File: src/hw/rtl/imuac_pkg.sv
// Shared types, constants and codes for the IMU activity classifier.
// No dependencies; every other RTL file of the block imports this package.

package imuac_pkg;

   // Sample and field widths
   localparam int SAMPLE_WIDTH = 16;                  // significant bits of each axis, 8..16
   localparam int FIELD_W      = 16;                  // width of each axis on the bus
   localparam int NUM_AXES     = 3;
   localparam int IN_FIELDS    = 2 * NUM_AXES;
   localparam int REQ_DATA_W   = IN_FIELDS * FIELD_W;

   // Square root datapath
   localparam int SUM_W  = 2 * SAMPLE_WIDTH;          // sum of three squares fits here
   localparam int REM_W  = SAMPLE_WIDTH + 2;          // partial remainder
   localparam int CNT_W  = $clog2(SAMPLE_WIDTH);      // step counter

   // Magnitudes and gravity estimate (unsigned Q16.8)
   localparam int MAG_W      = 16;
   localparam int FRAC_W     = 8;
   localparam int GRAV_W     = MAG_W + FRAC_W;
   localparam logic [GRAV_W-1:0] GRAV_RESET = GRAV_W'(8192 << FRAC_W);

   // Divide by ten: x * 0xCCCCCCCD >> 35, split in two 16-bit halves
   localparam int DIV_IN_W    = GRAV_W + 4;           // 9g + 256A + 5 stays below 2^28
   localparam int RECIP_W     = 16;
   localparam logic [RECIP_W-1:0] RECIP_HI = 16'hCCCC;
   localparam logic [RECIP_W-1:0] RECIP_LO = 16'hCCCD;
   localparam int RECIP_SHIFT = 35;
   localparam int PROD_W      = DIV_IN_W + RECIP_W;
   localparam int QSUM_W      = PROD_W + RECIP_W + 1;
   localparam int DIV_ROUND   = 5;

   // Configuration registers
   localparam int LIMIT_W   = 16;
   localparam int RATIO_W   = 11;
   localparam int CONFIRM_W = 3;
   localparam int CSR_DATA_W = 32;
   localparam int CSR_ADDR_W = 5;
   localparam int RATIO_SHIFT = 10;                   // flat ratio is Q1.10
   localparam int FLAT_W    = RATIO_W + MAG_W + 1;
   localparam int MAG_BIAS  = 8;

   // Result word layout
   localparam int CLASS_W    = 2;
   localparam int RSP_FIELDS_W = 2 * CLASS_W + 2 * MAG_W;
   localparam int RSP_DATA_W = ((RSP_FIELDS_W + 7) / 8) * 8;

   typedef enum logic [CLASS_W-1:0] {
      POSTURE_STILL  = 2'd0,
      POSTURE_MOVING = 2'd1,
      POSTURE_FAST   = 2'd2
   } posture_type;

   typedef enum logic [2:0] {
      REG_STILL_ACCEL = 3'd0,
      REG_STILL_GYRO  = 3'd1,
      REG_FLAT_RATIO  = 3'd2,
      REG_RUN_ACCEL   = 3'd3,
      REG_RUN_GYRO    = 3'd4,
      REG_CONFIRM     = 3'd5
   } reg_index_type;

   typedef struct packed {
      logic [LIMIT_W-1:0]   still_accel_limit;
      logic [LIMIT_W-1:0]   still_gyro_limit;
      logic [RATIO_W-1:0]   flat_ratio;
      logic [LIMIT_W-1:0]   run_accel_limit;
      logic [LIMIT_W-1:0]   run_gyro_limit;
      logic [CONFIRM_W-1:0] confirm_count;
   } cfg_type;

   typedef enum logic [2:0] {
      ST_IDLE,
      ST_SQUARE,
      ST_ROOT,
      ST_SCALE,
      ST_DIV_LO,
      ST_DIV_HI,
      ST_DIV_SUM,
      ST_CLASS
   } state_type;

   // Controller to datapath commands
   typedef struct packed {
      logic       load;
      logic       square;
      logic [1:0] axis;
      logic       root_step;
      logic       scale;
      logic       div_lo;
      logic       div_hi;
      logic       div_sum;
      logic       finish;
   } dp_cmd_type;

endpackage

File: src/hw/rtl/imuac_regs.sv
// Configuration register file of the IMU activity classifier, APB-style access.
// Depends on imuac_pkg.

module imuac_regs
   import imuac_pkg::*;
(
   input  logic                  clock,
   input  logic                  reset,
   input  logic                  csr_psel,
   input  logic                  csr_penable,
   input  logic                  csr_pwrite,
   input  logic [CSR_ADDR_W-1:0] csr_paddr,
   input  logic [CSR_DATA_W-1:0] csr_pwdata,
   output logic [CSR_DATA_W-1:0] csr_prdata,
   output logic                  csr_pready,
   output cfg_type               cfg
);

   cfg_type       cfg_ff;
   cfg_type       cfg_in;
   reg_index_type index;
   logic          wr_en;

   assign csr_pready = 1'b1;
   assign index      = reg_index_type'(csr_paddr[CSR_ADDR_W-1:2]);
   assign wr_en      = csr_psel && csr_penable && csr_pwrite && csr_pready;
   assign cfg        = cfg_ff;

   // Write decode, masked to register width
   always_comb begin
      cfg_in = cfg_ff;
      if (wr_en) begin
         case (index)
            REG_STILL_ACCEL: cfg_in.still_accel_limit = csr_pwdata[LIMIT_W-1:0];
            REG_STILL_GYRO:  cfg_in.still_gyro_limit  = csr_pwdata[LIMIT_W-1:0];
            REG_FLAT_RATIO:  cfg_in.flat_ratio        = csr_pwdata[RATIO_W-1:0];
            REG_RUN_ACCEL:   cfg_in.run_accel_limit   = csr_pwdata[LIMIT_W-1:0];
            REG_RUN_GYRO:    cfg_in.run_gyro_limit    = csr_pwdata[LIMIT_W-1:0];
            REG_CONFIRM:     cfg_in.confirm_count     = csr_pwdata[CONFIRM_W-1:0];
            default:         cfg_in = cfg_ff;
         endcase
      end
   end

   always_ff @(posedge clock) begin
      if (reset) begin
         cfg_ff.still_accel_limit <= LIMIT_W'(376);
         cfg_ff.still_gyro_limit  <= LIMIT_W'(1179);
         cfg_ff.flat_ratio        <= RATIO_W'(840);
         cfg_ff.run_accel_limit   <= LIMIT_W'(1837);
         cfg_ff.run_gyro_limit    <= LIMIT_W'(7860);
         cfg_ff.confirm_count     <= CONFIRM_W'(3);
      end else begin
         cfg_ff <= cfg_in;
      end
   end

   // Read mux
   always_comb begin
      case (index)
         REG_STILL_ACCEL: csr_prdata = CSR_DATA_W'(cfg_ff.still_accel_limit);
         REG_STILL_GYRO:  csr_prdata = CSR_DATA_W'(cfg_ff.still_gyro_limit);
         REG_FLAT_RATIO:  csr_prdata = CSR_DATA_W'(cfg_ff.flat_ratio);
         REG_RUN_ACCEL:   csr_prdata = CSR_DATA_W'(cfg_ff.run_accel_limit);
         REG_RUN_GYRO:    csr_prdata = CSR_DATA_W'(cfg_ff.run_gyro_limit);
         REG_CONFIRM:     csr_prdata = CSR_DATA_W'(cfg_ff.confirm_count);
         default:         csr_prdata = '0;
      endcase
   end

endmodule

File: src/hw/rtl/imuac_ctrl.sv
// Sequencer of the IMU activity classifier: steps the datapath through
// squares, square roots, gravity update and classification. Depends on imuac_pkg.

module imuac_ctrl
   import imuac_pkg::*;
(
   input  logic       clock,
   input  logic       reset,
   input  logic       req_tvalid,
   output logic       req_tready,
   input  logic       out_free,
   output dp_cmd_type cmd
);

   state_type        state_ff;
   state_type        state_in;
   logic [CNT_W-1:0] cnt_ff;
   logic [CNT_W-1:0] cnt_in;
   logic             last_axis;
   logic             last_root;

   assign last_axis = (cnt_ff == CNT_W'(NUM_AXES - 1));
   assign last_root = (cnt_ff == CNT_W'(SAMPLE_WIDTH - 1));

   // Next state
   always_comb begin
      state_in = state_ff;
      unique case (state_ff)
         ST_IDLE:    if (req_tvalid) state_in = ST_SQUARE;
         ST_SQUARE:  if (last_axis) state_in = ST_ROOT;
         ST_ROOT:    if (last_root) state_in = ST_SCALE;
         ST_SCALE:   state_in = ST_DIV_LO;
         ST_DIV_LO:  state_in = ST_DIV_HI;
         ST_DIV_HI:  state_in = ST_DIV_SUM;
         ST_DIV_SUM: state_in = ST_CLASS;
         ST_CLASS:   if (out_free) state_in = ST_IDLE;
         default:    state_in = ST_IDLE;
      endcase
   end

   // Step counter, shared by square and root phases
   always_comb begin
      cnt_in = cnt_ff;
      priority if (state_ff == ST_SQUARE && last_axis) begin
         cnt_in = '0;
      end else if (state_ff == ST_SQUARE || state_ff == ST_ROOT) begin
         cnt_in = cnt_ff + CNT_W'(1);
      end else begin
         cnt_in = '0;
      end
   end

   // Outputs
   always_comb begin
      cmd        = '0;
      cmd.axis   = cnt_ff[1:0];
      req_tready = 1'b0;
      unique case (state_ff)
         ST_IDLE: begin
            req_tready = 1'b1;
            cmd.load   = req_tvalid;
         end
         ST_SQUARE:  cmd.square    = 1'b1;
         ST_ROOT:    cmd.root_step = 1'b1;
         ST_SCALE:   cmd.scale     = 1'b1;
         ST_DIV_LO:  cmd.div_lo    = 1'b1;
         ST_DIV_HI:  cmd.div_hi    = 1'b1;
         ST_DIV_SUM: cmd.div_sum   = 1'b1;
         ST_CLASS:   cmd.finish    = out_free;
         default:    cmd = '0;
      endcase
   end

   always_ff @(posedge clock) begin
      if (reset) begin
         state_ff <= ST_IDLE;
         cnt_ff   <= '0;
      end else begin
         state_ff <= state_in;
         cnt_ff   <= cnt_in;
      end
   end

endmodule

File: src/hw/rtl/imuac_dp.sv
// Datapath of the IMU activity classifier: squares, two radix-4 square roots,
// gravity filter with divide by ten, classifier, debounce and result register.
// Depends on imuac_pkg; driven by imuac_ctrl.

module imuac_dp
   import imuac_pkg::*;
(
   input  logic                  clock,
   input  logic                  reset,
   input  dp_cmd_type            cmd,
   input  cfg_type               cfg,
   input  logic [REQ_DATA_W-1:0] req_tdata,
   output logic                  out_free,
   output logic                  rsp_tvalid,
   input  logic                  rsp_tready,
   output logic [RSP_DATA_W-1:0] rsp_tdata
);

   typedef struct packed {
      logic [REM_W-1:0]        rem;
      logic [SAMPLE_WIDTH-1:0] root;
   } root_type;

   // One radix-4 step of the floor square root
   function automatic root_type root_step(input logic [REM_W-1:0] rem,
                                          input logic [SAMPLE_WIDTH-1:0] root,
                                          input logic [1:0] pair);
      logic [REM_W+1:0] cand;
      logic [REM_W+1:0] trial;
      root_type         res;
      cand  = {rem, pair};
      trial = {2'b00, root, 2'b01};
      if (cand >= trial) begin
         res.rem  = REM_W'(cand - trial);
         res.root = {root[SAMPLE_WIDTH-2:0], 1'b1};
      end else begin
         res.rem  = REM_W'(cand);
         res.root = {root[SAMPLE_WIDTH-2:0], 1'b0};
      end
      return res;
   endfunction

   // Magnitude of the low SAMPLE_WIDTH bits taken as two's complement
   function automatic logic [SAMPLE_WIDTH-1:0] axis_abs(input logic [FIELD_W-1:0] f);
      logic [SAMPLE_WIDTH-1:0] v;
      v = f[SAMPLE_WIDTH-1:0];
      return v[SAMPLE_WIDTH-1] ? (~v + SAMPLE_WIDTH'(1)) : v;
   endfunction

   logic [SAMPLE_WIDTH-1:0] acc_abs_ff [NUM_AXES];
   logic [SAMPLE_WIDTH-1:0] gyr_abs_ff [NUM_AXES];
   logic [SUM_W-1:0]        asum_ff, gsum_ff;
   logic [REM_W-1:0]        arem_ff, grem_ff;
   logic [SAMPLE_WIDTH-1:0] aroot_ff, groot_ff;
   logic [DIV_IN_W-1:0]     div_in_ff;
   logic [FLAT_W-1:0]       flat_ff;
   logic [PROD_W-1:0]       prod_lo_ff, prod_hi_ff;
   logic [GRAV_W-1:0]       gravity_ff;
   posture_type             cand_ff, held_ff;
   logic [CONFIRM_W-1:0]    agree_ff;
   logic                    rsp_valid_ff;
   logic [RSP_DATA_W-1:0]   rsp_data_ff;

   logic [SAMPLE_WIDTH-1:0] acc_op, gyr_op;
   logic [SUM_W-1:0]        acc_sq, gyr_sq;
   root_type                aroot_in, groot_in;
   logic [MAG_W-1:0]        amag, gmag;
   logic [DIV_IN_W-1:0]     div_in_in;
   logic [FLAT_W-1:0]       flat_in;
   logic [RECIP_W-1:0]      recip;
   logic [PROD_W-1:0]       prod;
   logic [QSUM_W-1:0]       qsum;
   logic [GRAV_W-1:0]       a8, dev;
   logic [FLAT_W-1:0]       z_scaled;
   logic                    is_still, is_fast;
   posture_type             cls;
   posture_type             cand_in, held_in;
   logic [CONFIRM_W-1:0]    agree_in;

   assign out_free   = !rsp_valid_ff || rsp_tready;
   assign rsp_tvalid = rsp_valid_ff;
   assign rsp_tdata  = rsp_data_ff;

   // Axis select for the shared squarers
   always_comb begin
      case (cmd.axis)
         2'd0:    begin acc_op = acc_abs_ff[0]; gyr_op = gyr_abs_ff[0]; end
         2'd1:    begin acc_op = acc_abs_ff[1]; gyr_op = gyr_abs_ff[1]; end
         2'd2:    begin acc_op = acc_abs_ff[2]; gyr_op = gyr_abs_ff[2]; end
         default: begin acc_op = '0;            gyr_op = '0;            end
      endcase
   end

   assign acc_sq = SUM_W'(acc_op) * SUM_W'(acc_op);
   assign gyr_sq = SUM_W'(gyr_op) * SUM_W'(gyr_op);

   assign aroot_in = root_step(arem_ff, aroot_ff, asum_ff[SUM_W-1 -: 2]);
   assign groot_in = root_step(grem_ff, groot_ff, gsum_ff[SUM_W-1 -: 2]);

   assign amag = MAG_W'(aroot_ff);
   assign gmag = MAG_W'(groot_ff);

   // Gravity filter numerator: 9g + 256A + rounding
   assign div_in_in = (DIV_IN_W'(gravity_ff) << 3) + DIV_IN_W'(gravity_ff)
                      + DIV_IN_W'({amag, {FRAC_W{1'b0}}}) + DIV_IN_W'(DIV_ROUND);
   assign flat_in   = FLAT_W'(cfg.flat_ratio) * FLAT_W'({1'b0, amag} + (MAG_W+1)'(MAG_BIAS));

   // Shared reciprocal multiplier, one half per cycle
   assign recip = cmd.div_hi ? RECIP_HI : RECIP_LO;
   assign prod  = PROD_W'(div_in_ff) * PROD_W'(recip);
   assign qsum  = {1'b0, prod_hi_ff, {RECIP_W{1'b0}}} + QSUM_W'(prod_lo_ff);

   // Classification
   assign a8       = {amag, {FRAC_W{1'b0}}};
   assign dev      = (a8 >= gravity_ff) ? (a8 - gravity_ff) : (gravity_ff - a8);
   assign z_scaled = FLAT_W'({acc_abs_ff[2], {RATIO_SHIFT{1'b0}}});
   assign is_still = (dev < {cfg.still_accel_limit, {FRAC_W{1'b0}}})
                     && (gmag < cfg.still_gyro_limit) && (z_scaled > flat_ff);
   assign is_fast  = (dev > {cfg.run_accel_limit, {FRAC_W{1'b0}}})
                     || (gmag > cfg.run_gyro_limit);

   always_comb begin
      priority if (is_still) cls = POSTURE_STILL;
      else if (is_fast)      cls = POSTURE_FAST;
      else                   cls = POSTURE_MOVING;
   end

   // Debounce
   always_comb begin
      cand_in  = cand_ff;
      agree_in = agree_ff;
      if (cls == cand_ff) begin
         if (agree_ff < cfg.confirm_count) agree_in = agree_ff + CONFIRM_W'(1);
      end else begin
         cand_in  = cls;
         agree_in = CONFIRM_W'(1);
      end
      held_in = (agree_in >= cfg.confirm_count) ? cand_in : held_ff;
   end

   // Working registers
   always_ff @(posedge clock) begin
      if (cmd.load) begin
         for (int i = 0; i < NUM_AXES; i++) begin
            acc_abs_ff[i] <= axis_abs(req_tdata[i*FIELD_W +: FIELD_W]);
            gyr_abs_ff[i] <= axis_abs(req_tdata[(NUM_AXES+i)*FIELD_W +: FIELD_W]);
         end
         asum_ff  <= '0;
         gsum_ff  <= '0;
         arem_ff  <= '0;
         grem_ff  <= '0;
         aroot_ff <= '0;
         groot_ff <= '0;
      end
      if (cmd.square) begin
         asum_ff <= asum_ff + acc_sq;
         gsum_ff <= gsum_ff + gyr_sq;
      end
      if (cmd.root_step) begin
         asum_ff  <= asum_ff << 2;
         gsum_ff  <= gsum_ff << 2;
         arem_ff  <= aroot_in.rem;
         grem_ff  <= groot_in.rem;
         aroot_ff <= aroot_in.root;
         groot_ff <= groot_in.root;
      end
      if (cmd.scale) begin
         div_in_ff <= div_in_in;
         flat_ff   <= flat_in;
      end
      if (cmd.div_lo) prod_lo_ff <= prod;
      if (cmd.div_hi) prod_hi_ff <= prod;
      if (cmd.finish) begin
         rsp_data_ff <= RSP_DATA_W'({gravity_ff[GRAV_W-1:FRAC_W], amag, cls, held_in});
      end
   end

   // Block state and result handshake
   always_ff @(posedge clock) begin
      if (reset) begin
         gravity_ff   <= GRAV_RESET;
         cand_ff      <= POSTURE_STILL;
         agree_ff     <= '0;
         held_ff      <= POSTURE_STILL;
         rsp_valid_ff <= 1'b0;
      end else begin
         if (cmd.div_sum) gravity_ff <= qsum[RECIP_SHIFT +: GRAV_W];
         if (cmd.finish) begin
            cand_ff      <= cand_in;
            agree_ff     <= agree_in;
            held_ff      <= held_in;
            rsp_valid_ff <= 1'b1;
         end else if (rsp_tready) begin
            rsp_valid_ff <= 1'b0;
         end
      end
   end

endmodule

File: src/hw/rtl/imu_activity_classifier_top.sv
// Top level of the IMU activity classifier: register file, sequencer, datapath.
// Depends on imuac_pkg, imuac_regs, imuac_ctrl and imuac_dp.

// One six-axis sample goes in per req word and one result word comes out for
// it. The block works on one sample at a time: after acceptance it forms the
// squares, runs the SAMPLE_WIDTH steps of the two radix-4 square roots side
// by side, then scales, runs the shared divide-by-ten multiplier, classifies
// and returns to idle to take the next sample. The square root iterations
// are the longest phase. A finished result waits in its own register, so
// the next sample is taken while it is still pending; only the classify
// step waits for that register to drain. Write the registers only
// while the block is idle.

module imu_activity_classifier_top
   import imuac_pkg::*;
(
   input  logic                  clock,
   input  logic                  reset,
   input  logic                  req_tvalid,
   output logic                  req_tready,
   // accel_x, accel_y, accel_z, gyro_x, gyro_y, gyro_z, 16 bits each, lowest first
   input  logic [REQ_DATA_W-1:0] req_tdata,
   output logic                  rsp_tvalid,
   input  logic                  rsp_tready,
   // stable_posture[1:0], detected_posture[3:2], accel_magnitude[19:4],
   // gravity_level[35:20], zero fill [39:36]
   output logic [RSP_DATA_W-1:0] rsp_tdata,
   input  logic                  csr_psel,
   input  logic                  csr_penable,
   input  logic                  csr_pwrite,
   input  logic [CSR_ADDR_W-1:0] csr_paddr,
   input  logic [CSR_DATA_W-1:0] csr_pwdata,
   output logic [CSR_DATA_W-1:0] csr_prdata,
   output logic                  csr_pready
);

   cfg_type    cfg;
   dp_cmd_type cmd;
   logic       out_free;

   imuac_regs u_regs (
      .clock       (clock),
      .reset       (reset),
      .csr_psel    (csr_psel),
      .csr_penable (csr_penable),
      .csr_pwrite  (csr_pwrite),
      .csr_paddr   (csr_paddr),
      .csr_pwdata  (csr_pwdata),
      .csr_prdata  (csr_prdata),
      .csr_pready  (csr_pready),
      .cfg         (cfg)
   );

   imuac_ctrl u_ctrl (
      .clock      (clock),
      .reset      (reset),
      .req_tvalid (req_tvalid),
      .req_tready (req_tready),
      .out_free   (out_free),
      .cmd        (cmd)
   );

   imuac_dp u_dp (
      .clock      (clock),
      .reset      (reset),
      .cmd        (cmd),
      .cfg        (cfg),
      .req_tdata  (req_tdata),
      .out_free   (out_free),
      .rsp_tvalid (rsp_tvalid),
      .rsp_tready (rsp_tready),
      .rsp_tdata  (rsp_tdata)
   );

endmodule

File: config.mk
export PLATFORM = sky130hd
export DESIGN_NAME = imu_activity_classifier_top
export DESIGN_NICKNAME = d
export VERILOG_FILES = /design/src/hw/rtl/imuac_pkg.sv /design/src/hw/rtl/imuac_regs.sv /design/src/hw/rtl/imuac_ctrl.sv /design/src/hw/rtl/imuac_dp.sv /design/src/hw/rtl/imu_activity_classifier_top.sv
export SDC_FILE = /design/constraint.sdc
export NUM_CORES = 2
export LEC_CHECK = 0
export BUFFER_PORTS_ARGS = -buffer_cell sky130_fd_sc_hd__buf_2
export CORE_ASPECT_RATIO = 1.75
export CORE_UTILIZATION = 55
export CTS_BUF_LIST = sky130_fd_sc_hd__clkbuf_8
export CTS_CLUSTER_DIAMETER = 120
export DETAILED_ROUTE_END_ITERATION = 12
export PLACE_DENSITY_LB_ADDON = 0.25
export SLEW_MARGIN = 20
export SYNTH_ARGS = -nofsm -noshare
export SYNTH_HDL_FRONTEND = slang
export SYNTH_HIERARCHICAL = 1
export SYNTH_SLANG_ARGS = --single-unit
File: constraint.sdc
create_clock -name clock -period 9.4 [get_ports clock]
set_input_delay 2.82 -clock clock [delete_from_list [all_inputs] [get_ports clock]]
set_output_delay 2.82 -clock clock [all_outputs]
set_load 0.01 [all_outputs]
; ---- Word level (Yosys, flattened, before mapping)
; Memory sizes are Yosys's and may differ from the RTL's.
; Index checks and enable logic that the tools add are counted.
[totals]
register_bits = 428
mem_bits_rw = 96
memories = 2
[memory_table]
columns = name, depth, width, rd, rd_ports_with_merged_regs, write_ports, line
row1 = u_dp.acc_abs_ff, 3, 16, 3, 0, 3, imuac_dp.sv:50  ; logic [SAMPLE_WIDTH-1:0] acc_abs_ff [NUM_AXES];
row2 = u_dp.gyr_abs_ff, 3, 16, 3, 0, 3, imuac_dp.sv:51  ; logic [SAMPLE_WIDTH-1:0] gyr_abs_ff [NUM_AXES];
[op_classes]
eq_ne = 21
add_sub_neg = 19
n_mul = 4
reduce_logical = 24
mux = 48
bitwise_logic = 7
order_cmp = 10
[ops]
columns = operator, n
row1 = 32-bit two-way mux, 5
row2 = 16-bit two-way mux, 9
row3 = "16-bit by 1-bit adder with 16-bit output, second input constant", 6
row4 = 16-bit inverter, 6
row5 = 16-bit one-hot mux with 3 select lines, 2
row6 = 16-bit one-hot mux with 6 select lines, 1
row7 = 34-bit two-way mux, 2
row8 = 32-bit adder, 2
row9 = 16-bit by 16-bit multiplier with 32-bit output, 2
row10 = 59-bit by 44-bit adder with 59-bit output, 1
row11 = 18-bit two-way mux, 3
row12 = 24-bit subtractor, 2
row13 = 28-bit by 16-bit multiplier with 44-bit output, 1
row14 = 20-bit by 18-bit >= comparator with 1-bit output, 2
row15 = 18-bit subtractor, 2
row16 = 27-bit by 24-bit adder with 28-bit output, 1
row17 = 28-bit by 24-bit adder with 28-bit output, 1
row18 = "28-bit by 3-bit adder with 28-bit output, second input constant", 1
row19 = 26-bit by 28-bit > comparator with 1-bit output, 1
row20 = 11-bit by 28-bit multiplier with 28-bit output, 1
row21 = 24-bit >= comparator, 1
row22 = 24-bit > comparator, 1
row23 = 24-bit less-than comparator, 1
row24 = 24-bit two-way mux, 1
row25 = other kinds (32), 78

; ---- Depth between registers and ports, before layout
[depth]
depth_word = 10
mapped_depth = 35
depth_no_buf = 33

; ---- By module
; The synthesis kept the hierarchy.
[modules_own_cells]
columns = mod, n_inst, area_each_um2, cells_per_inst
row1 = imuac_dp, 1, 54741.3, 5667
row2 = imuac_regs, 1, 3941.3, 406
row3 = imuac_ctrl, 1, 530.5, 58

; ---- Worst setup path before layout
; OpenSTA, ideal clock, no wires.
[synth_timing]
path_type = input-to-reg
start = input port req_tvalid
end = register u_dp.asum_ff[10], enable pin
required_ns = 8.986
path_stages = 4
t_arrival_ns = 7.718
path_slack_ns = 1.268
path_cell_list = and2_1 -> or2_2 -> nor2_1 -> inv_1
[synth_via]
elab_chain_cells = 2
[synth_lines]
columns = item, line
row1 = from (decl), imu_activity_classifier_top.sv:19  ; input logic req_tvalid,
row2 = 1-bit two-way mux, imuac_ctrl.sv:58  ; unique case (state_ff)
row3 = 3-bit nonzero test (no line), --
row4 = to (signal assigned), imuac_dp.sv:156  ; asum_ff <= asum_ff + acc_sq;
row5 = to (signal assigned), imuac_dp.sv:160  ; asum_ff <= asum_ff << 2;
row6 = to (decl), imuac_dp.sv:52  ; logic [SUM_W-1:0] asum_ff, gsum_ff;
; Every way passes these cells.
; A chain may end at the register's enable or synchronous reset.

; ---- Worst setup path after layout
[layout_timing]
start = register u_dp.gravity_ff[19]
end = register u_dp.rsp_data_ff[1], in the netlist u_dp/rsp_tdata[1] (data pin)
[layout_via]
elab_chain_cells = 10
word_cells_on_any_way = 16
cone_classes = 2 x add/sub / 4 x order compare / 1 x eq/ne / 6 x mux / 3 x reduce/logical
[layout_lines]
columns = item, line
row1 = from (decl), imuac_dp.sv:58  ; logic [GRAV_W-1:0] gravity_ff;
row2 = from (signal assigned), imuac_dp.sv:187  ; if (cmd.div_sum) gravity_ff <= qsum[RECIP_SHIFT +: GRAV_W];
row3 = 24-bit subtractor or 24-bit >= comparator (tied branches), imuac_dp.sv:115  ; assign dev = (a8 >= gravity_ff) ? (a8 - gravity_ff) : (gravity_ff - a8);
row4 = 24-bit two-way mux *, imuac_dp.sv:115
row5 = 24-bit > comparator or 24-bit less-than comparator (tied branches), "imuac_dp.sv:119, imuac_dp.sv:117"
row6 = 1-bit logical OR or 1-bit logical AND (tied branches), "imuac_dp.sv:120, imuac_dp.sv:118"
row7 = 2-bit two-way mux or 1-bit logical AND (tied branches), "imuac_dp.sv:124, imuac_dp.sv:118"
row8 = 2-bit two-way mux *, imuac_dp.sv:123  ; priority if (is_still) cls = POSTURE_STILL;
row9 = 2-bit equality test, imuac_dp.sv:132  ; if (cls == cand_ff) begin
row10 = 3-bit two-way mux, imuac_dp.sv:132
row11 = 3-bit >= comparator, imuac_dp.sv:138  ; held_in = (agree_in >= cfg.confirm_count) ? cand_in : held_ff;
row12 = 2-bit two-way mux *, imuac_dp.sv:138
row13 = via u_dp.held_in[1], imuac_dp.sv:77  ; posture_type cand_in, held_in;
row14 = to (signal assigned), imuac_dp.sv:174  ; rsp_data_ff <= RSP_DATA_W'({gravity_ff[GRAV_W-1:FRAC_W], amag, cls, held_in});
row15 = to (decl), imuac_dp.sv:62  ; logic [RSP_DATA_W-1:0] rsp_data_ff;
; The timed path passes the listed nets; every way through them passes the cells marked *.

==> impl_summary.log <==
[metrics] Core Region: 106,000 um^2
[metrics] largest net degree at the start of global routing: 114
[metrics] GRT overflow: 0
[metrics] final-report hold violation count: 0
[metrics] yosys warns: 6
[metrics] detailed-router iteration count before antenna repair: 8
[metrics] count of unique library cells instantiated by Yosys: 107
[metrics] global-route wire length before repair: between 200 and 300 mm
[metrics] number of instances in the synthesized netlist: 6,131
[metrics] critical-path cell with the highest stage delay: sky130_fd_sc_hd__dfxtp_1
[metrics] CTS HTree Levels: 3
[metrics] Final Net Count: 7,820
[metrics] data required time at the worst endpoint: 9.94 ns
[metrics] kind of start point of the critical path: flop
[metrics] CP endpoint kind: flop
[metrics] Worst slew margin: between 20% and 30%
[metrics] end point of the critical path: u_dp/rsp_tdata[1]$_DFFE_PP_
[metrics] total via count in the routed design: 43.8k
[metrics] #FFs+latches synth: 508
[metrics] data arrival at the endpoint of the critical path: 9.34 ns
[metrics] number of setup buffers added after CTS: 0
[metrics] Initial DRC Count: 2,264
[metrics] worst-case clock buffer depth: 3
[metrics] number of I/O port buffers: ~180
[metrics] biggest cell delay along the critical path: 0.61 ns
[metrics] Max Cap Viol: 0
[metrics] root buffer cell: sky130_fd_sc_hd__clkbuf_8
[metrics] cell area after technology mapping: ~59,000 um^2
[metrics] IO Pins: between 200 and 250
[metrics] path category of the worst min-delay check: flop to flop
[metrics] Final period util: 93.7%
[metrics] Clk pin slew, worst setup/hold paths: 0.07 ns
[metrics] slack of the worst reg-to-reg path: 0.59 ns
[metrics] DP HPWL: approximately 130 mm
[metrics] endpoint of the worst-slack reg-to-reg timing path: u_dp/rsp_tdata[1]$_DFFE_PP_
[metrics] commonest non-fill, non-tap cells in the layout: sky130_fd_sc_hd__inv_1, sky130_fd_sc_hd__fa_1, sky130_fd_sc_hd__ha_1
[metrics] fraction of registers with async set or reset after synthesis: 0%
[metrics] starting utilization of the core area: 55.7%
[metrics] flip-flop cell with the highest count after synthesis: sky130_fd_sc_hd__edfxtp_1
[metrics] worst reg2reg path startpoint: u_dp/gravity_ff[19]$_SDFFE_PP0P_
[metrics] detailed-route DRC error count: 0
[metrics] clock tree from TritonCTS: done
[metrics] Via density: 5.66
[metrics] # hold bufs at CTS: 0
[metrics] Area Growth Syn to Fin: 7.02%
[metrics] depth of the worst register-to-register path: 29
[metrics] number of antenna-violating nets in the routed design: 0
[metrics] unrepaired setup endpoints after global routing: false
[metrics] post-cts resize count: 0
[metrics] via count of the first global-routing pass: ~47k
[metrics] Die Outline Area: 109,000 um^2
[metrics] fraction of final layout cells sized beyond drive strength 1: 7.29%
[metrics] count of final setup violators: 0
[metrics] Die Wd: 250 um
[metrics] number of sinks handled by clock tree synthesis: 508
[metrics] sum of negative setup slack: 0 ns
[metrics] Crit Path Class: flop to flop
[metrics] vertical die dimension: 436 um
[metrics] origin of the worst setup path: u_dp/gravity_ff[19]$_SDFFE_PP0P_
[metrics] total detailed-routing wirelength: around 160 mm
[metrics] fin crit period: 8.81 ns
[metrics] mean routed wirelength per cell: 20.7 um
[metrics] worst-case clock skew: 0.0624 ns
[metrics] clock latency on the worst-skew pair: 0.80 ns
[metrics] mean area per synthesized cell: 9.66 um^2
[metrics] worst-margin pin slew: 1.13 ns
[metrics] crit-path max FO: 13
[metrics] register area share after synthesis: 23.7%
[metrics] number of enable flip-flop cells after synthesis: 387
[metrics] highest clock frequency the design can meet: 0.114 GHz
[metrics] number of placement rows: 158
[metrics] final weighted congestion in routability-driven placement: 0.971
[metrics] most common library cell in the layout ignoring fill and taps: sky130_fd_sc_hd__inv_1
[metrics] final count of pins violating max slew: 0
[metrics] total CTS buffers: 80
[metrics] Global Route Usage Sum: between 30 and 40%
[metrics] outcome: finished, final reports clean
[metrics] antenna violations before repair: 10
## Yosys cell counts (17+ instances only)
library cell	n	area, um^2
sky130_fd_sc_hd__a21o_1	134	1010
sky130_fd_sc_hd__and2_1	72	450
sky130_fd_sc_hd__a211oi_1	39	293
sky130_fd_sc_hd__xnor2_1	235	2060
sky130_fd_sc_hd__ha_1	668	8360
sky130_fd_sc_hd__o21a_1	30	225
sky130_fd_sc_hd__or3_1	27	169
sky130_fd_sc_hd__nor3_1	65	325
sky130_fd_sc_hd__mux2_2	25	282
sky130_fd_sc_hd__nand3_1	69	345
sky130_fd_sc_hd__buf_4	30	225
sky130_fd_sc_hd__mux2i_1	148	1480
sky130_fd_sc_hd__dfxtp_1	121	2420
sky130_fd_sc_hd__nand4_1	44	275
sky130_fd_sc_hd__a31oi_1	22	138
sky130_fd_sc_hd__o41ai_1	18	158
sky130_fd_sc_hd__clkbuf_1	122	458
sky130_fd_sc_hd__o211ai_1	22	165
sky130_fd_sc_hd__and3_1	20	125
sky130_fd_sc_hd__xor2_1	74	648
sky130_fd_sc_hd__nand2b_1	113	707
sky130_fd_sc_hd__nor2_1	403	1510
sky130_fd_sc_hd__inv_1	1278	4800
sky130_fd_sc_hd__o21bai_1	23	173
sky130_fd_sc_hd__o22ai_1	27	169
sky130_fd_sc_hd__edfxtp_1	387	11600
sky130_fd_sc_hd__o21ai_0	178	891
sky130_fd_sc_hd__nand2_1	475	1780
sky130_fd_sc_hd__a21oi_1	214	1070
sky130_fd_sc_hd__o31ai_1	32	240
sky130_fd_sc_hd__fa_1	707	14200
sky130_fd_sc_hd__nor2b_1	47	294
sky130_fd_sc_hd__or4_1	17	128
## worst max-delay path: cells and delay by family, from the launching register on
kind | cells | cell delay (ns)
AOI/OAI and AO/OA | 16 | 4.89
adders and majority gates | 3 | 1.17
buffers and inverters | 1 | 0.09
and+or+nand+nor | 7 | 1.11
muxes | 2 | 0.67
DFF | 1 | 0.61
## flip-flops by register name, summed over array words and instances (netlist names)
| signal | flops |
|---|---|
| u_regs/cfg | 78 |
| u_dp/acc_abs_ff | 48 |
| u_dp/gyr_abs_ff | 48 |
| u_dp/prod_hi_ff | 43 |
| u_dp/rsp_tdata | 36 |
| u_dp/asum_ff | 32 |
| u_dp/gsum_ff | 32 |
| u_dp/div_in_ff | 28 |
| u_dp/flat_ff | 28 |
| u_dp/prod_lo_ff | 28 |
| u_dp/gravity_ff | 24 |
| u_dp/arem_ff | 18 |
| u_dp/grem_ff | 18 |
| u_dp/amag | 16 |
| u_dp/gmag | 16 |
| u_ctrl/cnt_ff | 4 |
| u_ctrl/state_ff | 3 |
| u_dp/agree_ff | 3 |
| u_dp/cand_ff | 2 |
| u_dp/held_ff | 2 |
| u_dp/rsp_tvalid | 1 |
## metrics by stage
step           hold WS (ns)  setup WS, ns  area [um^2]  utilization [%]  std cells
2_1_floorplan         0.441          1.27        59300                -       6149
3_3_place_gp          0.465         0.835        61600             57.9       7583
3_5_place_dp          0.476         0.741        61600             57.9       7583
5_1_grt               0.514        0.0496        63400             59.6       7736
4_1_cts               0.491         0.693        63300             59.6       7727
6_report              0.488         0.595        63400             59.6       7736
## cell type report
type	instances	area, um^2
multi-input combinational	4177	39600
antenna	9	22.5
sequential	508	14000
clock buffer	83	1140
fill	9282	43000
clock inverter	61	591
tap	1360	1700
timing repair buffer	251	1450
inverter	1287	4830
## worst min path at each step
stage / slack (ns) / startpoint / endpoint / cells past startpoint
floorplan: 0.44 / u_ctrl/cnt_ff[0]$_SDFF_PP0_ / u_ctrl/cnt_ff[0]$_SDFF_PP0_ / 1
global placement: 0.47 / u_dp/held_ff[0]$_SDFFE_PP0P_ / u_dp/held_ff[0]$_SDFFE_PP0P_ / 2
detailed placement: 0.48 / u_dp/held_ff[0]$_SDFFE_PP0P_ / u_dp/held_ff[0]$_SDFFE_PP0P_ / 2
CTS: 0.49 / u_dp/held_ff[0]$_SDFFE_PP0P_ / u_dp/held_ff[0]$_SDFFE_PP0P_ / 2
global route: 0.51 / u_regs/cfg[60]$_SDFFE_PP0P_ / u_regs/cfg[60]$_SDFFE_PP0P_ / 2
finish: 0.49 / u_regs/cfg[52]$_SDFFE_PP0P_ / u_regs/cfg[52]$_SDFFE_PP0P_ / 2
## per-layer routing
layer  global-route usage, %  share of wire, %
met1                    29.7                34
met2                    57.4                54
met3                    3.57               4.2
met4                    21.1               7.6
met5                       0                 0
## kinds of logic (layout without fill, tap and decap cells)
kind of cell | count (synthesis) | after routing | synth area share, %
xor+xnor | 309 | 309 | 4.57
fa+ha+maj | 1375 | 1375 | 38.0
buf+inv | 1464 | 1682 | 9.59
other cells | 3 | 30 | 0.0190
compound gates | 869 | 869 | 9.62
simple gates | 1428 | 1428 | 11.4
mux | 175 | 175 | 3.02
flops | 508 | 508 | 23.7
Power is not shown: default switching activity piles up to over one toggle a cycle in this logic, so the estimate is an artifact.
